`src/hw/rtl/mrjr_pkg.sv`:
```
// mrjr_pkg: shared types and constants of the motor run/jog ramp controller
// item payload structs, configuration struct, key codes and register indexes
// no dependencies
package mrjr_pkg;

    // widths of the fields
    localparam int SpeedW = 14;
    localparam int RampW  = 18;
    localparam int KeyW   = 3;
    localparam int FracW  = 4;

    // reset values
    localparam logic [SpeedW-1:0] DEFAULT_SPEED   = 14'd200;
    localparam logic [SpeedW-1:0] RST_MAX_SPEED   = 14'd16383;
    localparam logic [SpeedW-1:0] RST_SPEED_STEP  = 14'd10;
    localparam logic [RampW-1:0]  RST_RAMP_STEP   = 18'd16;

    // item kinds
    localparam logic KIND_KEY  = 1'b0;
    localparam logic KIND_CTRL = 1'b1;

    // key event codes
    localparam logic [KeyW-1:0] KEY_NONE = 3'd0;
    localparam logic [KeyW-1:0] KEY_UP   = 3'd1;
    localparam logic [KeyW-1:0] KEY_DOWN = 3'd2;
    localparam logic [KeyW-1:0] KEY_RUN  = 3'd3;
    localparam logic [KeyW-1:0] KEY_DIR  = 3'd4;

    // configuration port
    localparam int AddrW = 4;
    localparam int DataW = 32;
    localparam logic [1:0] REG_MAX_SPEED  = 2'd0;
    localparam logic [1:0] REG_SPEED_STEP = 2'd1;
    localparam logic [1:0] REG_RAMP_STEP  = 2'd2;

    typedef struct packed {
        logic              kind;
        logic [KeyW-1:0]   key_event;
        logic              jog_fwd_held;
        logic              jog_rev_held;
    } t_in;

    typedef struct packed {
        logic [SpeedW-1:0] target_speed;
        logic [RampW-1:0]  ramp_setpoint;
        logic              driving;
        logic              forward;
        logic              jog_on;
        logic              loop_clear;
        logic              loop_update;
    } t_out;

    typedef struct packed {
        logic [SpeedW-1:0] max_speed;
        logic [SpeedW-1:0] speed_step;
        logic [RampW-1:0]  ramp_step;
    } t_cfg;

endpackage

```
`src/hw/rtl/mrjr_cfg.sv`:
```
// mrjr_cfg: apb-style register file holding max_speed, speed_step and ramp_step
// depends on mrjr_pkg
module mrjr_cfg (
    input  logic                       i_clk,
    input  logic                       i_rst_n,
    input  logic                       psel,
    input  logic                       penable,
    input  logic                       pwrite,
    input  logic [mrjr_pkg::AddrW-1:0] paddr,
    input  logic [mrjr_pkg::DataW-1:0] pwdata,
    output logic [mrjr_pkg::DataW-1:0] prdata,
    output logic                       pready,
    output mrjr_pkg::t_cfg             o_cfg
);

    mrjr_pkg::t_cfg r_cfg;
    logic [1:0]     reg_idx;
    logic           wr_en;

    assign pready  = 1'b1;
    assign reg_idx = paddr[3:2];
    assign wr_en   = psel & penable & pwrite;
    assign o_cfg   = r_cfg;

    // register writes at the access phase
    always_ff @(posedge i_clk) begin
        if (!i_rst_n) begin
            r_cfg.max_speed  <= mrjr_pkg::RST_MAX_SPEED;
            r_cfg.speed_step <= mrjr_pkg::RST_SPEED_STEP;
            r_cfg.ramp_step  <= mrjr_pkg::RST_RAMP_STEP;
        end else if (wr_en) begin
            unique case (reg_idx)
                mrjr_pkg::REG_MAX_SPEED:  r_cfg.max_speed  <= pwdata[mrjr_pkg::SpeedW-1:0];
                mrjr_pkg::REG_SPEED_STEP: r_cfg.speed_step <= pwdata[mrjr_pkg::SpeedW-1:0];
                mrjr_pkg::REG_RAMP_STEP:  r_cfg.ramp_step  <= pwdata[mrjr_pkg::RampW-1:0];
                default: ;
            endcase
        end
    end

    // read mux
    always_comb begin
        unique case (reg_idx)
            mrjr_pkg::REG_MAX_SPEED:
                prdata = {{(mrjr_pkg::DataW-mrjr_pkg::SpeedW){1'b0}}, r_cfg.max_speed};
            mrjr_pkg::REG_SPEED_STEP:
                prdata = {{(mrjr_pkg::DataW-mrjr_pkg::SpeedW){1'b0}}, r_cfg.speed_step};
            mrjr_pkg::REG_RAMP_STEP:
                prdata = {{(mrjr_pkg::DataW-mrjr_pkg::RampW){1'b0}}, r_cfg.ramp_step};
            default:
                prdata = '0;
        endcase
    end

endmodule

```
`src/hw/rtl/mrjr_core.sv`:
```
// mrjr_core: run/jog/target/ramp state and the result register
// takes one registered item per cycle while the result register is empty or taken; depends on mrjr_pkg
module mrjr_core (
    input  logic           i_clk,
    input  logic           i_rst_n,
    input  logic           i_valid,
    input  mrjr_pkg::t_in  i_item,
    input  mrjr_pkg::t_cfg i_cfg,
    output logic           o_take,
    output logic           o_out_valid,
    input  logic           i_out_ready,
    output mrjr_pkg::t_out o_out
);

    logic                        r_run;
    logic                        r_run_fwd;
    logic                        r_jog;
    logic                        r_jog_fwd;
    logic [mrjr_pkg::SpeedW-1:0] r_target;
    logic [mrjr_pkg::RampW-1:0]  r_ramp;
    logic                        r_out_valid;
    mrjr_pkg::t_out              r_out;

    logic                        n_run;
    logic                        n_run_fwd;
    logic                        n_jog;
    logic                        n_jog_fwd;
    logic [mrjr_pkg::SpeedW-1:0] n_target;
    logic [mrjr_pkg::RampW-1:0]  n_ramp;
    logic                        n_clr;
    logic                        n_upd;

    logic                        one_held;
    logic [mrjr_pkg::SpeedW:0]   up_sum;
    logic [mrjr_pkg::RampW-1:0]  goal;
    logic [mrjr_pkg::RampW:0]    ramp_up;
    logic [mrjr_pkg::RampW-1:0]  ramp_dn;

    // result register frees up when empty or taken
    assign o_take      = i_valid & (~r_out_valid | i_out_ready);
    assign o_out_valid = r_out_valid;
    assign o_out       = r_out;

    assign one_held = i_item.jog_fwd_held ^ i_item.jog_rev_held;
    assign up_sum   = {1'b0, r_target} + {1'b0, i_cfg.speed_step};
    assign goal     = {r_target, {mrjr_pkg::FracW{1'b0}}};
    assign ramp_up  = {1'b0, r_ramp} + {1'b0, i_cfg.ramp_step};
    assign ramp_dn  = r_ramp - i_cfg.ramp_step;

    // next state for one item
    always_comb begin
        n_run     = r_run;
        n_run_fwd = r_run_fwd;
        n_jog     = r_jog;
        n_jog_fwd = r_jog_fwd;
        n_target  = r_target;
        n_ramp    = r_ramp;
        n_clr     = 1'b0;
        n_upd     = 1'b0;
        if (i_item.kind == mrjr_pkg::KIND_KEY) begin
            // jog entry and exit
            if (one_held && !r_run) begin
                if (!r_jog) begin
                    n_jog     = 1'b1;
                    n_jog_fwd = i_item.jog_fwd_held;
                    n_ramp    = '0;
                    n_clr     = 1'b1;
                end
            end else if (r_jog) begin
                n_jog = 1'b0;
                n_clr = 1'b1;
            end
            // key events only while jog is off
            if (!n_jog) begin
                case (i_item.key_event)
                    mrjr_pkg::KEY_UP: begin
                        if (up_sum > {1'b0, i_cfg.max_speed}) begin
                            n_target = i_cfg.max_speed;
                        end else begin
                            n_target = up_sum[mrjr_pkg::SpeedW-1:0];
                        end
                    end
                    mrjr_pkg::KEY_DOWN: begin
                        if (r_target < i_cfg.speed_step) begin
                            n_target = '0;
                        end else begin
                            n_target = r_target - i_cfg.speed_step;
                        end
                    end
                    mrjr_pkg::KEY_RUN: begin
                        n_run = ~r_run;
                        if (r_run) begin
                            n_clr = 1'b1;
                        end
                    end
                    mrjr_pkg::KEY_DIR: begin
                        if (!r_run) begin
                            n_run_fwd = ~r_run_fwd;
                        end
                    end
                    default: ;
                endcase
            end
        end else begin
            // ramp toward the target while driving, else clear the ramp and the loop
            if (r_run || r_jog) begin
                if (ramp_up < {1'b0, goal}) begin
                    n_ramp = ramp_up[mrjr_pkg::RampW-1:0];
                end else if (r_ramp > i_cfg.ramp_step && ramp_dn > goal) begin
                    n_ramp = ramp_dn;
                end else begin
                    n_ramp = goal;
                end
                n_upd = 1'b1;
            end else begin
                n_ramp = '0;
                n_clr  = 1'b1;
            end
        end
    end

    // state registers
    always_ff @(posedge i_clk) begin
        if (!i_rst_n) begin
            r_run     <= 1'b0;
            r_run_fwd <= 1'b1;
            r_jog     <= 1'b0;
            r_jog_fwd <= 1'b1;
            r_target  <= mrjr_pkg::DEFAULT_SPEED;
            r_ramp    <= '0;
        end else if (o_take) begin
            r_run     <= n_run;
            r_run_fwd <= n_run_fwd;
            r_jog     <= n_jog;
            r_jog_fwd <= n_jog_fwd;
            r_target  <= n_target;
            r_ramp    <= n_ramp;
        end
    end

    // result valid flag
    always_ff @(posedge i_clk) begin
        if (!i_rst_n) begin
            r_out_valid <= 1'b0;
        end else if (o_take) begin
            r_out_valid <= 1'b1;
        end else if (i_out_ready) begin
            r_out_valid <= 1'b0;
        end
    end

    // result payload
    always_ff @(posedge i_clk) begin
        if (o_take) begin
            r_out.target_speed  <= n_target;
            r_out.ramp_setpoint <= n_ramp;
            r_out.driving       <= n_run | n_jog;
            r_out.forward       <= n_jog ? n_jog_fwd : n_run_fwd;
            r_out.jog_on        <= n_jog;
            r_out.loop_clear    <= n_clr;
            r_out.loop_update   <= n_upd;
        end
    end

endmodule

```
`src/hw/rtl/motor_run_jog_ramp_control.sv`:
```
// motor_run_jog_ramp_control: top level with input register, core and apb registers
// depends on mrjr_pkg, mrjr_cfg, mrjr_core
// an accepted item passes the input register, then the core's result register, before it is valid
// throughput: one item per cycle while results are taken; input register feeds the core's result register
// the input side keeps taking items while a result waits, until both stages are full
// reset: synchronous, active low; clears run/jog state, target to 200, ramp to 0,
// registers to their reset values
module motor_run_jog_ramp_control (
    input  logic                       i_clk,
    input  logic                       i_rst_n,
    input  logic                       i_in_valid,
    output logic                       o_in_ready,
    input  mrjr_pkg::t_in              i_in,
    output logic                       o_out_valid,
    input  logic                       i_out_ready,
    output mrjr_pkg::t_out             o_out,
    input  logic                       psel,
    input  logic                       penable,
    input  logic                       pwrite,
    input  logic [mrjr_pkg::AddrW-1:0] paddr,
    input  logic [mrjr_pkg::DataW-1:0] pwdata,
    output logic [mrjr_pkg::DataW-1:0] prdata,
    output logic                       pready
);

    logic           r_in_valid;
    mrjr_pkg::t_in  r_in;
    logic           core_take;
    mrjr_pkg::t_cfg cfg;

    assign o_in_ready = ~r_in_valid | core_take;

    // input register valid
    always_ff @(posedge i_clk) begin
        if (!i_rst_n) begin
            r_in_valid <= 1'b0;
        end else if (o_in_ready) begin
            r_in_valid <= i_in_valid;
        end
    end

    // input register payload
    always_ff @(posedge i_clk) begin
        if (o_in_ready && i_in_valid) begin
            r_in <= i_in;
        end
    end

    mrjr_cfg u_cfg (
        .i_clk   (i_clk),
        .i_rst_n (i_rst_n),
        .psel    (psel),
        .penable (penable),
        .pwrite  (pwrite),
        .paddr   (paddr),
        .pwdata  (pwdata),
        .prdata  (prdata),
        .pready  (pready),
        .o_cfg   (cfg)
    );

    mrjr_core u_core (
        .i_clk       (i_clk),
        .i_rst_n     (i_rst_n),
        .i_valid     (r_in_valid),
        .i_item      (r_in),
        .i_cfg       (cfg),
        .o_take      (core_take),
        .o_out_valid (o_out_valid),
        .i_out_ready (i_out_ready),
        .o_out       (o_out)
    );

endmodule

```
`config.mk`:
```
export PLATFORM = sky130hd
export DESIGN_NAME = motor_run_jog_ramp_control
export DESIGN_NICKNAME = d
export VERILOG_FILES = /design/src/hw/rtl/mrjr_pkg.sv /design/src/hw/rtl/mrjr_cfg.sv /design/src/hw/rtl/mrjr_core.sv /design/src/hw/rtl/motor_run_jog_ramp_control.sv
export SDC_FILE = /design/constraint.sdc
export NUM_CORES = 1
export LEC_CHECK = 0
export BUFFER_PORTS_ARGS = -buffer_cell sky130_fd_sc_hd__buf_4
export CAP_MARGIN = 10
export CORE_MARGIN = 2
export CORE_UTILIZATION = 45
export DETAILED_ROUTE_END_ITERATION = 8
export MAX_ROUTING_LAYER = met4
export SLEW_MARGIN = 25
export SYNTH_ARGS = -nofsm -noshare
export SYNTH_HDL_FRONTEND = slang
export SYNTH_SLANG_ARGS = --single-unit
```
`constraint.sdc`:
```
create_clock -name i_clk -period 6.7 [get_ports i_clk]
set_clock_uncertainty 0.05 [all_clocks]
set_input_delay 0.335 -clock i_clk [delete_from_list [all_inputs] [get_ports i_clk]]
set_output_delay 0.335 -clock i_clk [all_outputs]
set_load 0.01 [all_outputs]
```
==> results of run 1 <==
metal layers:
layer / wire length [um] / track usage (%)
met1: 15150 / 37.64
met2: 13390 / 40.33
met3: 1439 / 3.474
met4: 827 / 8.289
met5: 0 / -
report_power, final:
part | switching, W | total, W | leakage (nW) | internal (W)
Sequential | 0.0000205 | 0.000840 | 1.09 | 0.000820
Clock | 0.000377 | 0.000919 | 0.289 | 0.000542
Combinational | 0.000190 | 0.000315 | 3.60 | 0.000125
logic make-up after synthesis:
| family | Yosys count |
|---|---|
| adders and majority gates | 109 |
| DFF | 127 |
| other | 2 |
| AOI/OAI and AO/OA | 359 |
| muxes | 39 |
| buffers and inverters | 185 |
| xor gates and xnor gates | 51 |
| and+or+nand+nor | 360 |
area by class of cell:
type	instances	share of cell area, %
Timing Repair Buffer	99	6.453
Tap cell	285	3.096
Clock buffer	19	4.030
Clock inverter	13	0.9343
Sequential cell	127	25.81
Multi-Input combinational cell	933	56.35
Inverter	102	3.324
synth_stat cells (15+ instances only):
library cell,instances
a21boi_0,31
a21o_1,20
a21oi_1,70
and2_1,16
buf_4,24
clkbuf_1,45
dfxtp_1,84
edfxtp_1,43
ha_1,105
inv_1,100
mux2i_1,29
nand2_1,157
nand3_1,15
nor2_1,65
nor3_1,23
o211ai_1,24
o21ai_0,74
xnor2_1,40
metrics by stage:
stage	total power, W	instances	setup slack, ns
2_1_floorplan	0.001062	1245	2.032
3_3_place_gp	0.001164	1546	1.003
3_5_place_dp	0.001166	1546	0.9469
4_1_cts	0.002085	1578	0.9006
5_1_grt	0.002157	1578	0.3393
6_report	0.002074	1578	0.8130
worst register-to-register path, delay by kind of cell, from the launching register on:
| family | cells | cell delay, ns |
|---|---|---|
| fa+ha+maj | 2 | 0.83 |
| buf+inv | 2 | 0.38 |
| simple gates | 6 | 1.77 |
| flops | 1 | 0.35 |
| compound gates | 9 | 2.20 |
| xor+xnor | 1 | 0.16 |
final timing paths:
check	from	to	slack (ns)	cells past startpoint
worst max register to register	u_cfg.o_cfg[4]	u_core.o_out[18]	0.81	20
worst max-delay path	u_cfg.o_cfg[4]	u_core.o_out[18]	0.81	20
worst min-delay path	i_in[3]	r_in[3]	0.03	1
worst min register to register	u_cfg.o_cfg[15]	u_cfg.o_cfg[15]	0.45	2
registers in the layout, summed over array words and instances, names as in the netlist:
name                cells
r_in_valid              1
u_core.r_ramp          18
u_core.r_run_fwd        1
u_core.r_jog            1
u_core.o_out           37
u_core.r_jog_fwd        1
u_cfg.o_cfg            46
u_core.o_out_valid      1
r_in                    6
u_core.r_target        14
u_core.r_run            1
==> results.py, run 1 <==
metrics = {
    "setup_path": {
        "crit_family": "compound AO/OA/AOI/OAI gates",
        "cp_data_required_time_ns": 6.95,
        "arrival_ns": 6.13,
        "slowest_delay_ns": 0.58,
        "critPathBufInv": 2,
        "cp-start-kind": "flop",
        "path_max_fanout": 14,
        "crit_type": "flop to flop",
        "slowest_stage": "ha_1",
        "end_kind": "flop",
        "path_cells": "inv_1 > ha_1 > nor3b_1 > o21a_1 > a31o_2 > o41ai_2 > o31ai_1 > a221oi_1 > a21oi_1 > nor2_1 > xor2_1 > ha_1 > nor2b_1 > or4_4 > or3_1 > nor2_1 > buf_4 > o311ai_0 > a21oi_1 > a22o_1",
    },
    "power_and_ir_drop": {
        "power_leakage_nw": 4.975,
        "max-vdd-ir-drop_uv": 142.7,
        "cellPowerDensity_nw_per_um2": 180.1,
    },
    "logic_synthesis": {
        "yosysTopAreaCell": "dfxtp_1",
        "synthFlopType": "dfxtp_1",
        "synth_cell_types": 85,
        "synth_top_area_share_pct": 16.44,
        "synth_simple_gate_area_share_pct": 16.55,
        "async_reset_ff_share_pct": 0,
        "syn_area_um2": 10230,
        "synth_adder_area_share_pct": 13.63,
        "synth_xor_area_share_pct": 4.367,
        "yosysSeqAreaShare_pct": 29.06,
        "synth_compound_gate_area_share_pct": 24.23,
        "synth_cells": 1232,
        "ys_top_cells_by_area": "dfxtp_1 (16%), ha_1 (13%), edfxtp_1 (13%), nand2_1 (5.8%), inv_1 (3.7%)",
        "ys_ff_latch": 127,
        "synth-edff-count": 43,
        "muxShareOfSynthArea_pct": 4.012,
        "avgSynthCellArea_um2": 8.302,
        "yosysWarningCount": 0,
        "synth_top_family_by_area": "compound AO/OA/AOI/OAI gates",
    },
    "timing": {
        "tns_ns": 0,
        "hold_viol": 0,
        "relSlewSlack_pct": 35.64,
        "holdWs_ns": 0.02932,
        "period_minus_slack_ns": 5.887,
        "slew_viol_final": 0,
        "fmax_mhz": 169.9,
        "worst_slew_pin_slew_ns": 0.9634,
        "finalCritPeriodShare_pct": 87.87,
        "setup_violations": 0,
        "rsz0062_at_grt": "no",
    },
    "clock_tree": {
        "cts_resized": 0,
        "clkTransAtPathRegs_ns": 0.06,
        "htree_levels": 4,
        "cts_buffers": 17,
        "clk_path_buf_depth": 2,
        "cts-root-buf": "clkbuf_16",
        "clock_latency_ns": 0.43,
        "cts_hold_buf": 0,
        "cts_setup_buffers": 0,
        "clock_sink_count": 127,
        "cts_tree": "done",
    },
    "detailed_routing": {
        "dr_total_vias": 9097,
        "finalWirelength_um": 30810,
        "drc": 0,
        "wl_per_cell_um": 19.52,
        "first_pass_iters": 5,
        "viasPerCell": 5.765,
        "ant_nets": 0,
        "drt_iter0_drc": 709,
    },
    "global_routing": {
        "grt_pass1_vias": 8586,
        "gr-total-overflow": 0,
        "antenna_found_initial": 0,
        "grt_pass1_wl_um": 48300,
        "grtUsageTotal_pct": 26.82,
        "grt_max_degree": 75,
    },
    "final_layout": {
        "final_common_cell": "nand2_1",
        "layout_common_cells": "nand2_1 (157), ha_1 (105), inv_1 (99), buf_4 (99), dfxtp_1 (84)",
        "multi_input_area_um2": 6490,
        "antenna_cells": 0,
        "design_area_um2": 11520,
        "drive_gt1_share_pct": 13.30,
        "nNetsFinal": 1438,
        "regArea_um2": 2973,
        "fill_cells": 2165,
        "area_growth_pct": 12.60,
        "fin_util_pct": 51.18,
    },
    "floorplanning": {
        "rows": 55,
        "die_h_um": 154.8,
        "start_util_pct": 45.45,
        "ios": 121,
        "dieWidth_um": 154.8,
        "dieArea_um2": 23950,
        "core_area_um2": 22500,
    },
    "placed_design": {
        "placed_area_um2": 10940,
        "portBuffers": 89,
        "hpwl_um": 23380,
        "gp_congestion": 0.9729,
    },
    "run": {
        "maxCapViolCount": 0,
    },
    "outcome": {
        "status": "finished, final reports clean",
    },
    "min_path": {
        "hp-class": "input pin to flop",
    },
}
Power figures use the tool's default switching activity.
==> run 2, diff against run 1 <==
--- a/config.mk
+++ b/config.mk
@@ -7,2 +7,3 @@
 export LEC_CHECK = 0
+export ABC_AREA = 1
 export BUFFER_PORTS_ARGS = -buffer_cell sky130_fd_sc_hd__buf_4
--- a/constraint.sdc
+++ b/constraint.sdc
@@ -4,2 +4,2 @@
 set_output_delay 0.335 -clock i_clk [all_outputs]
-set_load 0.01 [all_outputs]
+set_load 0.005 [all_outputs]
==> results.py, run 2 <==
metrics = {
    "outcome": {
        "status": "finished, final reports clean",
    },
    "global_routing": {
        "grtUsageTotal_pct": 30.31,
        "grt_pass1_wl_um": 57280,
        "grt_max_degree": 78,
        "grt_pass1_vias": 9913,
        "antenna_found_initial": 0,
        "gr-total-overflow": 0,
    },
    "logic_synthesis": {
        "ys_ff_latch": 127,
        "ys_top_cells_by_count": "nand2_1 (430), inv_1 (225), nand3_1 (187)",
        "synth_cells": 1627,
        "synth-edff-count": 43,
        "avgSynthCellArea_um2": 6.632,
        "synthFlopType": "dfxtp_1",
        "yosysTopAreaCell": "dfxtp_1",
        "synth_cell_types": 50,
        "yosysWarningCount": 0,
        "yosysMostFrequentCell": "nand2_1",
        "syn_area_um2": 10790,
        "yosysSeqAreaShare_pct": 27.55,
        "async_reset_ff_share_pct": 0,
        "synth_top_area_share_pct": 15.58,
        "ys_top_cells_by_area": "dfxtp_1 (16%), nand2_1 (15%), ha_1 (12%), edfxtp_1 (12%), nand3_1 (8.7%)",
    },
    "timing": {
        "finalCritPeriodShare_pct": 69.41,
        "period_minus_slack_ns": 4.651,
        "setup_violations": 0,
        "hold_viol": 0,
        "rsz0062_at_grt": "no",
        "slew_viol_final": 0,
        "tns_ns": 0,
        "relSlewSlack_pct": 38.61,
        "worst_slew_pin_slew_ns": 0.9186,
        "fmax_mhz": 215.0,
        "holdWs_ns": 0.03286,
    },
    "floorplanning": {
        "rows": 56,
        "start_util_pct": 45.97,
        "core_area_um2": 23470,
        "die_h_um": 158.9,
        "dieArea_um2": 25230,
        "dieWidth_um": 158.9,
        "ios": 121,
    },
    "setup_path": {
        "rr_worst_depth": 20,
        "critPathBufInv": 3,
        "r2r-end": "u_core.r_target[6]",
        "path_cells": "inv_1 > ha_1 > inv_1 > a21oi_1 > nand3_1 > xor2_1 > inv_1 > ha_1 > nand2_1 > nor4b_1 > nand3_1 > nand2_1 > nand2_2 > nand2_1 > nand3_1 > nand2_1 > nand2_1 > nand2_1 > nand2_1 > nand2_1",
        "r2r_slack_ns": 2.05,
        "slowest_stage": "ha_1",
        "crit_top_cell": "nand2_1",
        "reg2reg_from": "u_cfg.o_cfg[22]",
        "arrival_ns": 4.96,
        "crit_type": "flop to flop",
        "slowest_delay_ns": 0.52,
        "cp-start-kind": "flop",
        "end_kind": "flop",
        "crit_family": "simple AND/OR/NAND/NOR gates",
        "cp_data_required_time_ns": 7.01,
        "path_max_fanout": 15,
    },
    "clock_tree": {
        "cts_setup_buffers": 0,
        "cts-root-buf": "clkbuf_16",
        "clk_path_buf_depth": 2,
        "clock_latency_ns": 0.43,
        "cts_hold_buf": 0,
        "cts_buffers": 17,
        "clock_sink_count": 127,
        "htree_levels": 4,
        "cts_tree": "done",
        "clkTransAtPathRegs_ns": 0.07,
        "cts_resized": 0,
    },
    "final_layout": {
        "largest_register_ffs": 46,
        "area_growth_pct": 12.38,
        "layout_common_cells": "nand2_1 (430), inv_1 (225), nand3_1 (187)",
        "antenna_cells": 0,
        "drive_gt1_share_pct": 9.408,
        "final_common_cell": "nand2_1",
        "nNetsFinal": 1835,
    },
    "placed_design": {
        "portBuffers": 89,
        "hpwl_um": 29950,
        "gp_congestion": 0.9822,
    },
    "run": {
        "maxCapViolCount": 0,
    },
    "detailed_routing": {
        "wl_met2_um": 15710,
        "dr_total_vias": 10793,
        "top_layer": "met4",
        "wl_per_cell_um": 18.56,
        "first_pass_iters": 7,
        "viasPerCell": 5.372,
        "finalWirelength_um": 37290,
        "drt_iter0_drc": 927,
        "drc": 0,
        "ant_nets": 0,
        "drt-met1-wl_um": 18060,
        "wl_met3_um": 2779,
    },
    "power_and_ir_drop": {
        "power_leakage_nw": 6.452,
        "max-vdd-ir-drop_uv": 128.5,
        "cellPowerDensity_nw_per_um2": 222.4,
    },
    "min_path": {
        "holdPathEnd": "r_in[0]",
        "hp-class": "input pin to flop",
        "hold_depth": 1,
        "hold_start": "i_in[0]",
    },
}
run 2: changes by cell type in the layout (fill, tap and decap cells not counted), moves of 17 or more:
cell	change
nand2_1	+273
nand3_1	+172
inv_1	+126
nor2_1	+58
a21oi_1	+49
xnor2_1	-40
a21boi_0	-31
mux2i_1	-28
xor2_1	+20
a21o_1	-17
run 2: through the flow:
| step | cells | instance area [um2] | setup slack (ns) | utilization [%] | total power (W) |
|---|---|---|---|---|---|
| CTS | 2009 | 12130 | 2.199 | 51.66 | 0.002692 |
| global placement | 1977 | 11520 | 2.267 | 49.10 | 0.001739 |
| global route | 2009 | 12130 | 1.716 | 51.66 | 0.002861 |
| finish | 2009 | 12130 | 2.049 | 51.66 | 0.002697 |
| floorplan | 1640 | 10840 | 3.230 | - | 0.001518 |
| detailed placement | 1977 | 11530 | 2.284 | 49.13 | 0.001746 |
run 2: how the worst max path moves through the flow:
stage	startpoint	slack, ns	end	cells after the start
3_3_place_gp	u_cfg.o_cfg[22]	2.27	u_core.r_target[6]	20
2_1_floorplan	u_cfg.o_cfg[0]	3.23	u_core.o_out[22]	24
4_1_cts	u_cfg.o_cfg[22]	2.20	u_core.r_target[13]	20
6_report	u_cfg.o_cfg[22]	2.05	u_core.r_target[6]	20
3_5_place_dp	u_cfg.o_cfg[22]	2.28	u_core.r_target[9]	20
5_1_grt	u_cfg.o_cfg[22]	1.72	u_core.r_target[6]	23
run 2: per-layer routing:
metal  GRT usage, %  up-vias
li1               -     5378
met1          43.82     4948
met2          44.24      426
met3          4.937       41
met4          7.149        0
met5              -        -
run 2: cell families after synthesis:
group                      Yosys count  synth area share, %
DFF                                127                27.55
buffers and inverters              314                12.18
AOI/OAI and AO/OA                  251                13.61
and+or+nand+nor                    792                31.06
adders and majority gates          109                12.92
other                                2              0.06960
muxes                                1              0.09277
xor gates and xnor gates            31                2.516
run 2: final cells by class:
cell class / count / area [um2]
Fill cell: 2422 / 11350
Multi-Input combinational cell: 1199 / 6564
Sequential cell: 127 / 2973
Inverter: 239 / 897.1
Timing Repair Buffer: 93 / 698.2
Clock buffer: 18 / 450.4
Tap cell: 319 / 399.1
Clock inverter: 14 / 145.1
run 2: power breakdown:
group	total [W]	internal (W)	leakage (nW)	switching [W]
registers	0.000881	0.000842	1.10	0.0000392
clock network	0.000948	0.000547	0.284	0.000401
logic	0.000868	0.000287	5.07	0.000581
run 2: worst register-to-register path, delay by kind of cell, from the launching register on:
kind | cells | cell delay (ns)
buffers and inverters | 3 | 0.35
AOI/OAI and AO/OA | 1 | 0.28
DFF | 1 | 0.40
and+or+nand+nor | 13 | 2.45
adders and majority gates | 2 | 0.79
xor gates and xnor gates | 1 | 0.26
